$ cat config.mk
export PLATFORM = sky130hd
export DESIGN_NAME = serial_rx_command_fifo
export DESIGN_NICKNAME = d
export VERILOG_FILES = /design/src/design/srcf_pkg.sv /design/src/design/srcf_queue.sv /design/src/design/srcf_front.sv /design/src/design/srcf_back.sv /design/src/design/serial_rx_command_fifo.sv
export SDC_FILE = /design/constraint.sdc
export NUM_CORES = 2
export LEC_CHECK = 0
export ABC_AREA = 1
export BUFFER_PORTS_ARGS = -buffer_cell sky130_fd_sc_hd__buf_2
export CAP_MARGIN = 10
export CORE_MARGIN = 1.5
export CORE_UTILIZATION = 58
export CTS_BUF_LIST = sky130_fd_sc_hd__clkbuf_2 sky130_fd_sc_hd__clkbuf_4 sky130_fd_sc_hd__clkbuf_8
export DETAILED_ROUTE_END_ITERATION = 8
export GPL_ROUTABILITY_DRIVEN = 0
export PLACE_DENSITY = 0.78
export RECOVER_POWER = 50
export SLEW_MARGIN = 30
export SYNTH_ARGS = -nofsm -noshare
export SYNTH_HDL_FRONTEND = slang
export SYNTH_SLANG_ARGS = --single-unit
$ cat constraint.sdc
create_clock -name clk -period 6.3 [get_ports clk]
set_input_delay 0.315 -clock clk [delete_from_list [all_inputs] [get_ports clk]]
set_output_delay 0.315 -clock clk [all_outputs]
set_load 0.1 [all_outputs]
$ cat src/design/srcf_pkg.sv
// shared types and constants for the serial receive command fifo
// no dependencies; imported by every module of the block but srcf_queue
package srcf_pkg;

	localparam int FIFO_DEPTH_DEF = 256;
	localparam int CHUNK_LEN_DEF  = 16;
	localparam int Q_DEPTH        = 2;
	localparam int CFG_ADDR_W     = 5;

	localparam logic [2:0] FN_RECEIVE     = 3'd0;
	localparam logic [2:0] FN_PROTO_READ  = 3'd1;
	localparam logic [2:0] FN_RASTER_READ = 3'd2;
	localparam logic [2:0] FN_CONSUME     = 3'd3;
	localparam logic [2:0] FN_STOP_MODES  = 3'd4;

	localparam logic [1:0] STOP_NONE     = 2'd0;
	localparam logic [1:0] STOP_REQ      = 2'd1;
	localparam logic [1:0] STOP_INVALID  = 2'd2;
	localparam logic [1:0] STOP_OVERFLOW = 2'd3;

	localparam logic [7:0] RASTER_ZERO = 8'd128;

	localparam logic [3:0] RST_STOP_CODE    = 4'd1;
	localparam logic [3:0] RST_RESUME_CODE  = 4'd2;
	localparam logic [3:0] RST_STATUS_CODE  = 4'd3;
	localparam logic [3:0] RST_SSTATUS_CODE = 4'd4;
	localparam logic [6:0] RST_RSTART_CODE  = 7'd16;
	localparam logic [6:0] RST_REND_CODE    = 7'd17;

	typedef enum logic [2:0] {
		REG_STOP    = 3'd0,
		REG_RESUME  = 3'd1,
		REG_STATUS  = 3'd2,
		REG_SSTATUS = 3'd3,
		REG_RSTART  = 3'd4,
		REG_REND    = 3'd5
	} reg_idx_t;

	typedef enum logic [3:0] {
		OP_NOP,
		OP_STOP,
		OP_RESUME,
		OP_STATUS,
		OP_SSTATUS,
		OP_INVALID,
		OP_WRITE,
		OP_PROTO_READ,
		OP_RASTER_READ,
		OP_CONSUME,
		OP_STOP_MODES
	} op_t;

	typedef enum logic [1:0] {
		POP_PROTO,
		POP_PROTO_RASTER,
		POP_RASTER
	} pop_kind_t;

	typedef struct packed {
		op_t        op;
		logic [7:0] data;
		logic       link_error;
	} cmd_t;

	typedef struct packed {
		logic [3:0] stop_code;
		logic [3:0] resume_code;
		logic [3:0] status_code;
		logic [3:0] superstatus_code;
		logic [6:0] raster_start_code;
		logic [6:0] raster_end_code;
	} cfg_t;

	typedef struct packed {
		logic [7:0] read_data;
		logic       read_valid;
		logic       underrun;
		logic       link_error;
		logic [1:0] stop_reason;
		logic       resume_event;
		logic       status_request;
		logic       superstatus_request;
		logic       chunk_done;
		logic       raster_active;
	} res_t;

endpackage

$ cat src/design/srcf_queue.sv
// small register queue used between front and back and for results
// depends on nothing but its parameters
module srcf_queue #(
	parameter int WIDTH = 8,
	parameter int DEPTH = 2
) (
	input  logic             clk,
	input  logic             arst_n,
	input  logic             push,
	input  logic [WIDTH-1:0] wdata,
	input  logic             pop,
	output logic [WIDTH-1:0] rdata,
	output logic             full,
	output logic             empty
);
	localparam int IW = (DEPTH > 1) ? $clog2(DEPTH) : 1;
	localparam int CW = $clog2(DEPTH + 1);

	logic [WIDTH-1:0] mem_q [DEPTH];
	logic [IW-1:0]    wr_ptr_q;
	logic [IW-1:0]    rd_ptr_q;
	logic [CW-1:0]    count_q;
	logic             do_push;
	logic             do_pop;

	assign full    = (count_q == CW'(DEPTH));
	assign empty   = (count_q == '0);
	assign do_push = push && !full;
	assign do_pop  = pop && !empty;
	assign rdata   = mem_q[rd_ptr_q];

	always_ff @(posedge clk) begin
		if (do_push) begin
			mem_q[wr_ptr_q] <= wdata;
		end
	end

	always_ff @(posedge clk or negedge arst_n) begin
		if (!arst_n) begin
			wr_ptr_q <= '0;
			rd_ptr_q <= '0;
			count_q  <= '0;
		end else begin
			if (do_push) begin
				wr_ptr_q <= (wr_ptr_q == IW'(DEPTH - 1)) ? '0 : wr_ptr_q + 1'b1;
			end
			if (do_pop) begin
				rd_ptr_q <= (rd_ptr_q == IW'(DEPTH - 1)) ? '0 : rd_ptr_q + 1'b1;
			end
			if (do_push && !do_pop) begin
				count_q <= count_q + 1'b1;
			end else if (do_pop && !do_push) begin
				count_q <= count_q - 1'b1;
			end
		end
	end

endmodule

$ cat src/design/srcf_front.sv
// front part: takes requests, pairs the two copies of a line byte and classifies them
// depends on srcf_pkg
module srcf_front (
	input  logic           clk,
	input  logic           arst_n,
	input  logic           push,
	input  logic [2:0]     func,
	input  logic [7:0]     rx_byte,
	input  srcf_pkg::cfg_t cfg,
	input  logic           q_full,
	output logic           full,
	output logic           cmd_push,
	output srcf_pkg::cmd_t cmd
);
	import srcf_pkg::*;

	logic       expect_first_q;
	logic [7:0] held_q;
	logic       accept;

	assign accept   = push && !q_full;
	assign full     = q_full;
	assign cmd_push = accept;

	always_comb begin
		cmd.op         = OP_NOP;
		cmd.data       = rx_byte;
		cmd.link_error = 1'b0;
		unique case (func)
			FN_RECEIVE: begin
				if (!expect_first_q) begin
					cmd.link_error = (rx_byte != held_q);
					if (rx_byte[7:4] == 4'd0) begin
						priority if (rx_byte[3:0] == cfg.stop_code) begin
							cmd.op = OP_STOP;
						end else if (rx_byte[3:0] == cfg.resume_code) begin
							cmd.op = OP_RESUME;
						end else if (rx_byte[3:0] == cfg.status_code) begin
							cmd.op = OP_STATUS;
						end else if (rx_byte[3:0] == cfg.superstatus_code) begin
							cmd.op = OP_SSTATUS;
						end else begin
							cmd.op = OP_INVALID;
						end
					end else begin
						cmd.op = OP_WRITE;
					end
				end
			end
			FN_PROTO_READ:  cmd.op = OP_PROTO_READ;
			FN_RASTER_READ: cmd.op = OP_RASTER_READ;
			FN_CONSUME:     cmd.op = OP_CONSUME;
			FN_STOP_MODES:  cmd.op = OP_STOP_MODES;
			default:        cmd.op = OP_NOP;
		endcase
	end

	always_ff @(posedge clk or negedge arst_n) begin
		if (!arst_n) begin
			expect_first_q <= 1'b1;
			held_q         <= '0;
		end else if (accept && func == FN_RECEIVE) begin
			expect_first_q <= !expect_first_q;
			if (expect_first_q) begin
				held_q <= rx_byte;
			end
		end
	end

endmodule

$ cat src/design/srcf_back.sv
// back part: carries out classified requests on the byte ring and the mode flags
// depends on srcf_pkg; holds the ring memory
module srcf_back #(
	parameter int FIFO_DEPTH = srcf_pkg::FIFO_DEPTH_DEF,
	parameter int CHUNK_LEN  = srcf_pkg::CHUNK_LEN_DEF
) (
	input  logic           clk,
	input  logic           arst_n,
	input  logic           cmd_empty,
	input  srcf_pkg::cmd_t cmd,
	output logic           cmd_pop,
	input  srcf_pkg::cfg_t cfg,
	input  logic           res_full,
	output logic           res_push,
	output srcf_pkg::res_t res
);
	import srcf_pkg::*;

	localparam int PW = $clog2(FIFO_DEPTH);
	localparam int CW = (CHUNK_LEN > 1) ? $clog2(CHUNK_LEN) : 1;

	typedef enum logic [1:0] {
		ST_EXEC = 2'b01,
		ST_POP  = 2'b10
	} back_state_t;

	back_state_t state_q, state_d;
	logic [7:0]  mem [FIFO_DEPTH];
	logic [7:0]  rd_data_q;
	logic [PW-1:0] wr_ptr_q, wr_ptr_d, rd_ptr_q, rd_ptr_d, wr_next, rd_next;
	logic [CW-1:0] count_q, count_d;
	logic        raster_q, raster_d;
	logic        consume_q, consume_d;
	logic        under_rep_q, under_rep_d;
	logic        chunk_q, chunk_d;
	pop_kind_t   kind_q, kind_d;
	logic        mem_we;
	logic        do_pop;
	logic        ring_empty;

	assign wr_next    = (wr_ptr_q == PW'(FIFO_DEPTH - 1)) ? '0 : wr_ptr_q + 1'b1;
	assign rd_next    = (rd_ptr_q == PW'(FIFO_DEPTH - 1)) ? '0 : rd_ptr_q + 1'b1;
	assign ring_empty = (rd_ptr_q == wr_ptr_q);

	always_comb begin
		state_d     = state_q;
		wr_ptr_d    = wr_ptr_q;
		rd_ptr_d    = rd_ptr_q;
		count_d     = count_q;
		raster_d    = raster_q;
		consume_d   = consume_q;
		under_rep_d = under_rep_q;
		chunk_d     = chunk_q;
		kind_d      = kind_q;
		mem_we      = 1'b0;
		do_pop      = 1'b0;
		cmd_pop     = 1'b0;
		res_push    = 1'b0;
		res         = '0;
		unique case (state_q)
			ST_EXEC: begin
				if (!cmd_empty && !res_full) begin
					cmd_pop        = 1'b1;
					res.link_error = cmd.link_error;
					unique case (cmd.op)
						OP_STOP:    res.stop_reason = STOP_REQ;
						OP_STATUS:  res.status_request = 1'b1;
						OP_SSTATUS: res.superstatus_request = 1'b1;
						OP_INVALID: res.stop_reason = STOP_INVALID;
						OP_RESUME: begin
							raster_d         = 1'b0;
							consume_d        = 1'b0;
							wr_ptr_d         = '0;
							rd_ptr_d         = '0;
							count_d          = '0;
							res.resume_event = 1'b1;
						end
						OP_WRITE: begin
							if (wr_next == rd_ptr_q) begin
								res.stop_reason = STOP_OVERFLOW;
							end else begin
								mem_we   = 1'b1;
								wr_ptr_d = wr_next;
							end
						end
						OP_PROTO_READ: begin
							if (!(raster_q && !consume_q)) begin
								if (ring_empty) begin
									res.underrun = !under_rep_q;
									under_rep_d  = 1'b1;
								end else begin
									do_pop = 1'b1;
									kind_d = raster_q ? POP_PROTO_RASTER : POP_PROTO;
								end
							end
						end
						OP_RASTER_READ: begin
							res.read_data = RASTER_ZERO;
							if (raster_q && !consume_q) begin
								if (ring_empty) begin
									res.underrun = 1'b1;
								end else begin
									do_pop = 1'b1;
									kind_d = POP_RASTER;
								end
							end
						end
						OP_CONSUME: consume_d = 1'b1;
						OP_STOP_MODES: begin
							raster_d  = 1'b0;
							consume_d = 1'b0;
						end
						default: ;
					endcase
					if (do_pop) begin
						rd_ptr_d    = rd_next;
						under_rep_d = 1'b0;
						state_d     = ST_POP;
						if (count_q == CW'(CHUNK_LEN - 1)) begin
							count_d = '0;
							chunk_d = 1'b1;
						end else begin
							count_d = count_q + 1'b1;
							chunk_d = 1'b0;
						end
					end else begin
						res_push = 1'b1;
					end
				end
			end
			ST_POP: begin
				res_push       = 1'b1;
				res.chunk_done = chunk_q;
				state_d        = ST_EXEC;
				unique case (kind_q)
					POP_PROTO_RASTER: begin
						if (rd_data_q == {1'b0, cfg.raster_end_code}) begin
							raster_d = 1'b0;
						end
					end
					POP_PROTO: begin
						if (rd_data_q == {1'b0, cfg.raster_start_code}) begin
							raster_d  = 1'b1;
							consume_d = 1'b0;
						end else begin
							res.read_data  = rd_data_q;
							res.read_valid = 1'b1;
						end
					end
					POP_RASTER: begin
						res.read_data = RASTER_ZERO;
						priority if (rd_data_q[7]) begin
							res.read_data  = rd_data_q;
							res.read_valid = 1'b1;
						end else if (rd_data_q == {1'b0, cfg.raster_end_code}) begin
							raster_d = 1'b0;
						end else begin
							res.stop_reason = STOP_INVALID;
						end
					end
					default: ;
				endcase
			end
			default: state_d = ST_EXEC;
		endcase
		res.raster_active = raster_d;
	end

	always_ff @(posedge clk) begin
		if (mem_we) begin
			mem[wr_ptr_q] <= cmd.data;
		end
		if (do_pop) begin
			rd_data_q <= mem[rd_ptr_q];
		end
	end

	always_ff @(posedge clk or negedge arst_n) begin
		if (!arst_n) begin
			state_q     <= ST_EXEC;
			wr_ptr_q    <= '0;
			rd_ptr_q    <= '0;
			count_q     <= '0;
			raster_q    <= 1'b0;
			consume_q   <= 1'b0;
			under_rep_q <= 1'b0;
			chunk_q     <= 1'b0;
			kind_q      <= POP_PROTO;
		end else begin
			state_q     <= state_d;
			wr_ptr_q    <= wr_ptr_d;
			rd_ptr_q    <= rd_ptr_d;
			count_q     <= count_d;
			raster_q    <= raster_d;
			consume_q   <= consume_d;
			under_rep_q <= under_rep_d;
			chunk_q     <= chunk_d;
			kind_q      <= kind_d;
		end
	end

endmodule

$ cat src/design/serial_rx_command_fifo.sv
// channel   | direction | handshake          | payload
// request   | in        | push / full        | func, rx_byte
// result    | out       | empty / pop        | read_data .. raster_active
// config    | in        | psel/penable/pready| paddr, pwdata, prdata
//
// the front takes one request per cycle into a two-entry command queue while that queue is not full
// the back carries out one request per cycle while the result queue has room; a pop moves
// from ST_EXEC to ST_POP for the registered ring memory read, and ST_POP takes no new request
// a result reaches the ports from the registered result queue; a pop first passes through rd_data_q
// results wait in a two-entry queue; when it is full the back holds, then the front
// no reset pass: the ring memory is only read where it was written
// top level of the serial receive command fifo; depends on srcf_pkg, srcf_front,
// srcf_queue and srcf_back
module serial_rx_command_fifo #(
	parameter int FIFO_DEPTH = srcf_pkg::FIFO_DEPTH_DEF,
	parameter int CHUNK_LEN  = srcf_pkg::CHUNK_LEN_DEF
) (
	input  logic                            clk,
	input  logic                            arst_n,
	input  logic                            psel,
	input  logic                            penable,
	input  logic                            pwrite,
	input  logic [srcf_pkg::CFG_ADDR_W-1:0] paddr,
	input  logic [31:0]                     pwdata,
	output logic [31:0]                     prdata,
	output logic                            pready,
	input  logic                            push,
	output logic                            full,
	input  logic [2:0]                      func,
	input  logic [7:0]                      rx_byte,
	output logic                            empty,
	input  logic                            pop,
	output logic [7:0]                      read_data,
	output logic                            read_valid,
	output logic                            underrun,
	output logic                            link_error,
	output logic [1:0]                      stop_reason,
	output logic                            resume_event,
	output logic                            status_request,
	output logic                            superstatus_request,
	output logic                            chunk_done,
	output logic                            raster_active
);
	import srcf_pkg::*;

	cfg_t     cfg_q;
	reg_idx_t reg_idx;
	logic     cfg_wr;
	cmd_t     cmd_in, cmd_out;
	logic     cmd_push, cmd_pop, cmdq_full, cmdq_empty;
	res_t     res_in, res_out;
	logic     res_push, resq_full;

	assign pready  = 1'b1;
	assign reg_idx = reg_idx_t'(paddr[CFG_ADDR_W-1:2]);
	assign cfg_wr  = psel && penable && pwrite && pready;

	always_comb begin
		prdata = '0;
		unique case (reg_idx)
			REG_STOP:    prdata = {28'd0, cfg_q.stop_code};
			REG_RESUME:  prdata = {28'd0, cfg_q.resume_code};
			REG_STATUS:  prdata = {28'd0, cfg_q.status_code};
			REG_SSTATUS: prdata = {28'd0, cfg_q.superstatus_code};
			REG_RSTART:  prdata = {25'd0, cfg_q.raster_start_code};
			REG_REND:    prdata = {25'd0, cfg_q.raster_end_code};
			default:     prdata = '0;
		endcase
	end

	always_ff @(posedge clk or negedge arst_n) begin
		if (!arst_n) begin
			cfg_q.stop_code         <= RST_STOP_CODE;
			cfg_q.resume_code       <= RST_RESUME_CODE;
			cfg_q.status_code       <= RST_STATUS_CODE;
			cfg_q.superstatus_code  <= RST_SSTATUS_CODE;
			cfg_q.raster_start_code <= RST_RSTART_CODE;
			cfg_q.raster_end_code   <= RST_REND_CODE;
		end else if (cfg_wr) begin
			unique case (reg_idx)
				REG_STOP:    cfg_q.stop_code         <= pwdata[3:0];
				REG_RESUME:  cfg_q.resume_code       <= pwdata[3:0];
				REG_STATUS:  cfg_q.status_code       <= pwdata[3:0];
				REG_SSTATUS: cfg_q.superstatus_code  <= pwdata[3:0];
				REG_RSTART:  cfg_q.raster_start_code <= pwdata[6:0];
				REG_REND:    cfg_q.raster_end_code   <= pwdata[6:0];
				default: ;
			endcase
		end
	end

	srcf_front u_front (
		.clk      (clk),
		.arst_n   (arst_n),
		.push     (push),
		.func     (func),
		.rx_byte  (rx_byte),
		.cfg      (cfg_q),
		.q_full   (cmdq_full),
		.full     (full),
		.cmd_push (cmd_push),
		.cmd      (cmd_in)
	);

	srcf_queue #(
		.WIDTH ($bits(cmd_t)),
		.DEPTH (Q_DEPTH)
	) u_cmdq (
		.clk    (clk),
		.arst_n (arst_n),
		.push   (cmd_push),
		.wdata  (cmd_in),
		.pop    (cmd_pop),
		.rdata  (cmd_out),
		.full   (cmdq_full),
		.empty  (cmdq_empty)
	);

	srcf_back #(
		.FIFO_DEPTH (FIFO_DEPTH),
		.CHUNK_LEN  (CHUNK_LEN)
	) u_back (
		.clk       (clk),
		.arst_n    (arst_n),
		.cmd_empty (cmdq_empty),
		.cmd       (cmd_out),
		.cmd_pop   (cmd_pop),
		.cfg       (cfg_q),
		.res_full  (resq_full),
		.res_push  (res_push),
		.res       (res_in)
	);

	srcf_queue #(
		.WIDTH ($bits(res_t)),
		.DEPTH (Q_DEPTH)
	) u_resq (
		.clk    (clk),
		.arst_n (arst_n),
		.push   (res_push),
		.wdata  (res_in),
		.pop    (pop),
		.rdata  (res_out),
		.full   (resq_full),
		.empty  (empty)
	);

	assign read_data           = res_out.read_data;
	assign read_valid          = res_out.read_valid;
	assign underrun            = res_out.underrun;
	assign link_error          = res_out.link_error;
	assign stop_reason         = res_out.stop_reason;
	assign resume_event        = res_out.resume_event;
	assign status_request      = res_out.status_request;
	assign superstatus_request = res_out.superstatus_request;
	assign chunk_done          = res_out.chunk_done;
	assign raster_active       = res_out.raster_active;

	a_cmd_no_overfill: assert property (@(posedge clk) disable iff (!arst_n)
		cmd_push |-> !cmdq_full)
		else $error("command queue written while full");

	a_cmd_pop_nonempty: assert property (@(posedge clk) disable iff (!arst_n)
		cmd_pop |-> !cmdq_empty)
		else $error("command taken from an empty queue");

	a_res_no_overfill: assert property (@(posedge clk) disable iff (!arst_n)
		res_push |-> !resq_full)
		else $error("result lost on a full result queue");

	a_valid_not_both: assert property (@(posedge clk) disable iff (!arst_n)
		(res_push && res_in.read_valid) |-> (res_in.stop_reason == STOP_NONE
			&& !res_in.underrun && !res_in.link_error))
		else $error("delivered byte carries an error flag");

endmodule

After elaboration in Yosys (flattened, before gate mapping)
Memory sizes are Yosys's and may differ from the RTL's. A register that Yosys moved wholly into a read port is not among the register bits.
Index checks and enable logic that the tools add are counted.
Storage, ports and cells
  output and inout port bits: 53
  word-level logic and storage cells: 240
  memories kept: 3
  register bits after elaboration: 75
  input bits: 55
  memory bits (writable): 2110
Cells by class
  mux-type cells: 101
  reduce and logical (&&, ||, !) cells: 54
  equality and inequality tests: 48
  add/subtract/negate cells: 11
Memory list
  u_back.mem: words 256, width 8, read ports 1, clocked after memory_dff 1, write ports 1, RTL line srcf_back.sv:28  | logic [7:0] mem [FIFO_DEPTH];
  u_resq.mem_q: words 2, width 18, read ports 1, clocked after memory_dff 0, write ports 1, RTL line srcf_queue.sv:19  | logic [WIDTH-1:0] mem_q [DEPTH];
  u_cmdq.mem_q: words 2, width 13, read ports 1, clocked after memory_dff 0, write ports 1, RTL line srcf_queue.sv:19
Operators with widths (count)
  8-bit 2-to-1 mux: 8
  1-bit 2-to-1 mux: 51
  7-bit one-hot mux with 6 select lines: 1
  2-bit 2-to-1 mux: 16
  4-bit 2-to-1 mux: 8
  8-bit one-hot mux with 2 select lines: 2
  4-bit one-hot mux with 5 select lines: 1
  9-bit one-hot mux with 2 select lines: 1
  8-bit by 1-bit adder with 8-bit output, second input constant: 2
  4-bit by 3-bit == test with 1-bit output, second input constant: 4
  4-bit == test: 4
  4-bit == test, second input constant: 4
  8-bit by 7-bit == test with 1-bit output: 2
  8-bit == test: 2
  8-bit == test, second input constant: 2
  2-bit AND reduction: 8
  2-bit nonzero test: 8
  1-bit logical AND: 14
  3-bit by 2-bit == test with 1-bit output, second input constant: 4
  2-bit != test, second input constant: 6
  1-bit one-hot mux with 2 select lines: 6
  1-bit zero test: 11
  5-bit AND reduction: 2
  3-bit == test, second input constant: 3
  25 further kinds: 44

Longest topological paths before layout
  word-level depth: 14
  depth in mapped cells: 19
  mapped depth without buffers: 17

Modules after synthesis
From an unflattened synthesis, not the netlist that was laid out.
Unflattened totals
  cells, all modules: 8529
  area total of the unflattened synthesis: 93151.8 um^2
Modules (own cells, without submodules)
  srcf_back: sequential area each 62441.1 um^2, instances 1, area an instance 87642.8 um^2, cells each 7925
  serial_rx_command_fifo: sequential area each 760.7 um^2, instances 1, area an instance 1814.2 um^2, cells each 217
  srcf_queue (u_resq): sequential area each 1181.1 um^2, instances 1, area an instance 1537.7 um^2, cells each 125
  srcf_queue (u_cmdq): sequential area each 880.8 um^2, instances 1, area an instance 1178.6 um^2, cells each 99
  srcf_front: sequential area each 226.5 um^2, instances 1, area an instance 978.4 um^2, cells each 163

Worst setup path after synthesis
No wires, ideal clock.
  path type: register to register
  from: register u_cmdq.rd_ptr_q
  to: memory u_back.mem[0][0], data pin
  data arrival time: 3.884 ns
  setup time: 0.822 ns
  path buffers: 1
  required time: 5.478 ns
  path slack: 1.595 ns
  clock period less this slack: 4.705 ns
  cell stages (with the launch flop): 5
  path through: dfrtp_1 > inv_2 > clkbuf_1 > nand2_1 > nand2_1
RTL lines
  from (decl): RTL line srcf_queue.sv:21  | logic [IW-1:0] rd_ptr_q;
  from (signal assigned): RTL line srcf_queue.sv:48  | rd_ptr_q <= (rd_ptr_q == IW'(DEPTH - 1)) ? '0 : rd_ptr_q + 1'b1;
  to (decl): RTL line srcf_back.sv:28

==> results_tabular.tex <==
\begin{tabular}{lr}
\hline
Metric & Value \\
\hline
\multicolumn{2}{l}{\textbf{GRT}} \\
\quad Number of global-route vias before repair & just over 60000 \\
\quad Global-route wire length before repair & 348000 microns \\
\quad Pin count of the biggest net entering global routing & 259 \\
\quad Initial antenna violation count & 2 \\
\quad Final global-route overflow total & 0 \\
\quad Global-route total usage across every layer & between 20 and 30\% \\
\multicolumn{2}{l}{\textbf{STA}} \\
\quad Final critical delay including setup and external delays & 5.22 ns \\
\quad Number of endpoints failing setup at the final stage & 0 \\
\quad Sum Neg Setup Slack & 0 ns \\
\quad Final-report hold violation count & 0 \\
\quad Final count of pins violating max slew & 661 \\
\quad Unrepaired setup endpoints after global routing & false \\
\quad Post-route clock period utilization & 82.9\% \\
\quad Peak Freq & 0.192 GHz \\
\quad Slew margin rel. & -116\% \\
\quad Worst clock skew on the final layout & 0.110 ns \\
\quad Worst-margin pin slew & 3.24 ns \\
\multicolumn{2}{l}{\textbf{Die}} \\
\quad Top Ports & 108 \\
\quad Overall die width & slightly above 400 microns \\
\quad Placement row count & roughly 150 \\
\quad Placeable Area & approximately 160000 sq um \\
\quad Effective utilization at floorplan & 58.5\% \\
\quad Die height & 403 microns \\
\quad Die Outline Area & 162000 sq um \\
\multicolumn{2}{l}{\textbf{Placement}} \\
\quad Quantity of I/O buffers inserted on ports & 54 \\
\quad Standard cell area after detailed placement & 94400 sq um \\
\quad Total half-perimeter wirelength after legalization and detailed placement & 129000 microns \\
\multicolumn{2}{l}{\textbf{Clock tree}} \\
\quad Post-CTS setup-driven buffer insertion count & 0 \\
\quad Number of buffers inserted during clock tree synthesis & 346 \\
\quad Max Buffers Root-to-Sink & 4 \\
\quad Clock slew seen by the registers of the worst setup and hold paths & about 0.060 ns \\
\quad \# clock sinks & $\sim$2200 \\
\quad Clock tree from TritonCTS & done \\
\quad Clock insertion delay at the later pin of the skew report & approximately 1.1 ns \\
\quad Number of levels in the clock H-tree & 5 \\
\quad CTS Root Buffer Type & sky130\_fd\_sc\_hd\_\_clkbuf\_8 \\
\multicolumn{2}{l}{\textbf{Setup path}} \\
\quad Worst Setup Path Type & flip-flop to flip-flop \\
\quad Critical path data arrival time & 5.86 ns \\
\quad Worst-path fanout max & 75 \\
\quad Startpoint type of the worst setup path & flip-flop \\
\quad Capturing element type of the critical path & flip-flop \\
\quad Worst path required time & 6.94 ns \\
\multicolumn{2}{l}{\textbf{Synth}} \\
\quad Cell type contributing the most total cell area after synthesis & sky130\_fd\_sc\_hd\_\_edfxtp\_1 \\
\quad Number of instances in the synthesized netlist & 8435 \\
\quad Area contributors post-synth & sky130\_fd\_sc\_hd\_\_edfxtp\_1, sky130\_fd\_sc\_hd\_\_nand2\_1, sky130\_fd\_sc\_hd\_\_nand3\_1, sky130\_fd\_sc\_hd\_\_nor2\_1, sky130\_fd\_sc\_hd\_\_inv\_1 \\
\quad Cell area after technology mapping & 92700 sq um \\
\quad Proportion of synthesized chip area in sequential cells & 70.6\% \\
\quad Count of state elements after synthesis & $\sim$2200 \\
\quad Share of Yosys cell area claimed by the top area cell type & 68.6\% \\
\quad Average instance area after synthesis & 11.0 sq um \\
\quad Unique cell type count in the Yosys netlist & 54 \\
\quad Total number of yosys warnings & 0 \\
\multicolumn{2}{l}{\textbf{Drt}} \\
\quad Ratio of routed vias to standard cells & 5.86 \\
\quad Routed WL & 231000 microns \\
\quad Number of DRC markers after the initial detailed-route iteration & approximately 8400 \\
\quad Via count of the routed design & 63100 \\
\quad \# DRC & 0 \\
\quad Average wire length per cell after detail routing & 21.4 microns \\
\quad Length of the first detailed-routing pass in iterations & 7 \\
\quad Detail Route Antenna Nets & 0 \\
\multicolumn{2}{l}{\textbf{Cells and area}} \\
\quad Area taken by multi-input logic gates & 23300 sq um \\
\quad Net count, final & approximately 8500 \\
\quad Seq. cell area & 65500 sq um \\
\quad Final design instance area without fill & just over 100000 sq um \\
\quad Share of cells above drive strength 1 & 8.87\% \\
\quad Area overhead of the layout relative to synthesis & 9.17\% \\
\quad Filler Cells Inserted & about 11000 \\
\multicolumn{2}{l}{\textbf{Power and ir drop}} \\
\quad Leakage power figure & 37.9 nW \\
\quad Largest vdd supply drop & 474 uV \\
\quad Final Total Pwr & 34.9 mW \\
\quad Power density over the cells & approximately 350 nW/um\^{}2 \\
\multicolumn{2}{l}{\textbf{Outcome}} \\
\quad Violations in the final reports & max-capacitance violations, max-slew violations \\
\quad Status & finished with violations \\
\multicolumn{2}{l}{\textbf{Min path}} \\
\quad Hold Crit Class & input pin to flip-flop \\
\multicolumn{2}{l}{\textbf{Job}} \\
\quad Number of violations of the max-capacitance limit & 11 \\
\hline
\end{tabular}
==> state kept, by name, indices dropped and copies added (netlist names), 2 cells and up <==
signal and count:
cfg_q 30, u_resq.count_q 2, u_resq.mem_q 36, u_cmdq.count_q 2
u_cmdq.mem_q 26, u_back.count_q 4, u_front.held_q 8, u_back.rd_data_q 8
u_back.wr_ptr_q 8, u_back.mem 2048, u_back.state_q 2, u_back.rd_ptr_q 8
u_back.kind_q 2
==> metrics by stage <==
stage          util (%)  worst slack (ns)  cells  hold WS (ns)
2_1_floorplan         -              1.59   8459        0.0194
5_1_grt            63.8             0.821  10800        0.0991
3_3_place_gp       59.5              1.90  10100         0.478
3_5_place_dp       59.5              1.75  10100         0.300
4_1_cts            63.9              1.74  10800       0.00993
6_report           63.8              1.08  10800        0.0991
==> synthesized netlist by cell type, drive strengths merged <==
master and instances:
nand3b 1, or2 2, o32ai 1, xor2 30
nand4 27, a21oi 29, o221ai 2, clkinv 6
o22ai 2, a211o 1, nand3 1496, xnor2 20
nand2 2677, nor4 6, o31ai 1, dfrtp 65
and3 1, nor3 40, a221oi 3, o21a 1
buf 293, ha 10, o211ai 32, a31oi 2
nor2 624, clkbuf 230, conb 2, a22oi 2
mux2 10, dfstp 10, inv 473, edfxtp 2118
o2bb2ai 1, nor3b 1, a21boi 1, o21ai 215
==> layer usage <==
layer / GRT usage (%) / part of all wire (%) / vias up
met3: 6.13 / 11 / 584
met4: 12.6 / 4.4 / 0
met5: 0 / 0 / -
met2: 44.8 / 47 / 3828
met1: 37.3 / 37 / 30000
li1: - / - / 28800
==> critical path, cell delays in order, from the launching register on <==
cell,delay [ns]
sky130_fd_sc_hd__dfrtp_1,0.55
sky130_fd_sc_hd__inv_1,0.45
sky130_fd_sc_hd__nand2_1,0.12
sky130_fd_sc_hd__nand2_1,2.30
sky130_fd_sc_hd__clkbuf_2,1.25
==> cells in the final DEF (no fill, tap or decap), types with 5 or more instances in the layout <==
cell type	n
sky130_fd_sc_hd__xor2_1	30
sky130_fd_sc_hd__ha_1	10
sky130_fd_sc_hd__nor2_1	584
sky130_fd_sc_hd__dfrtp_1	60
sky130_fd_sc_hd__a21oi_1	29
sky130_fd_sc_hd__clkbuf_4	111
sky130_fd_sc_hd__nor2_2	37
sky130_fd_sc_hd__xnor2_1	20
sky130_fd_sc_hd__nand2_1	2659
sky130_fd_sc_hd__bufinv_16	5
sky130_fd_sc_hd__nand2_2	10
sky130_fd_sc_hd__nor3_1	16
sky130_fd_sc_hd__mux2_2	10
sky130_fd_sc_hd__clkinv_1	73
sky130_fd_sc_hd__buf_4	39
sky130_fd_sc_hd__dlygate4sd3_1	47
sky130_fd_sc_hd__nor3_2	24
sky130_fd_sc_hd__nand4_1	13
sky130_fd_sc_hd__nor4_1	6
sky130_fd_sc_hd__buf_2	36
sky130_fd_sc_hd__conb_1	26
sky130_fd_sc_hd__dfstp_2	9
sky130_fd_sc_hd__inv_1	463
sky130_fd_sc_hd__inv_2	5
sky130_fd_sc_hd__buf_12	23
sky130_fd_sc_hd__nand3_1	1483
sky130_fd_sc_hd__o211ai_1	32
sky130_fd_sc_hd__nand2_4	7
sky130_fd_sc_hd__edfxtp_1	2118
sky130_fd_sc_hd__buf_6	7
sky130_fd_sc_hd__o21ai_0	213
sky130_fd_sc_hd__clkbuf_2	5
sky130_fd_sc_hd__clkinv_2	33
sky130_fd_sc_hd__nand3_2	13
sky130_fd_sc_hd__clkbuf_8	359
sky130_fd_sc_hd__nand4_4	11
sky130_fd_sc_hd__clkbuf_1	22
==> worst paths after layout <==
path                                                start                        endpoint  slack (ns)  depth (start not counted)
hold reg to reg            u_back.under_rep_q$_DFFE_PN0P_  u_back.under_rep_q$_DFFE_PN0P_        0.50                          2
min in group asynchronous                          arst_n   u_back.state_q[0]$_DFFE_PN1P_        0.45                          3
max in group asynchronous                          arst_n   u_resq.count_q[1]$_DFFE_PN0P_        3.40                          4
setup reg to reg              u_cmdq.rd_ptr_q$_DFFE_PN0P_    u_back.mem[124][1]$_DFFE_PP_        1.08                          4
setup / recovery              u_cmdq.rd_ptr_q$_DFFE_PN0P_    u_back.mem[124][1]$_DFFE_PP_        1.08                          4
hold / removal                                  pwdata[6]           cfg_q[13]$_DFFE_PN0P_         0.1                          4
==> cell families after synthesis <==
logic type | synth area share [%]
other | 0.00810
AND/OR/NAND/NOR | 22.4
AO/OA/AOI/OAI | 1.72
XOR/XNOR | 0.472
flip-flops | 70.6
adder cells (fa/ha/maj) | 0.135
multiplexers | 0.121
buffers and inverters | 4.55
==> layout make-up <==
type                            instances  share of cell area (%)
Tap cell                             2072                    2.56
Multi-Input combinational cell       5264                    23.0
Clock inverter                        113                   0.615
Antenna cell                            1                 0.00247
Inverter                              479                    1.82
Timing Repair Buffer                  180                    1.60
Sequential cell                      2193                    64.7
Clock buffer                          470                    5.70
==> power breakdown <==
group | internal (mW) | switching (mW)
clock | 6.10 | 5.32
sequential | 18.5 | 0.160
combinational | 0.599 | 4.22
==> what timing repair did <==
action                                  4_1_cts  5_1_grt
endpoints found under the setup margin        0        0
resized for setup                             0        0
hold endpoints to repair                    171        0
hold buffers                                 48        0
Note: power is estimated with default switching activity, not from simulation.
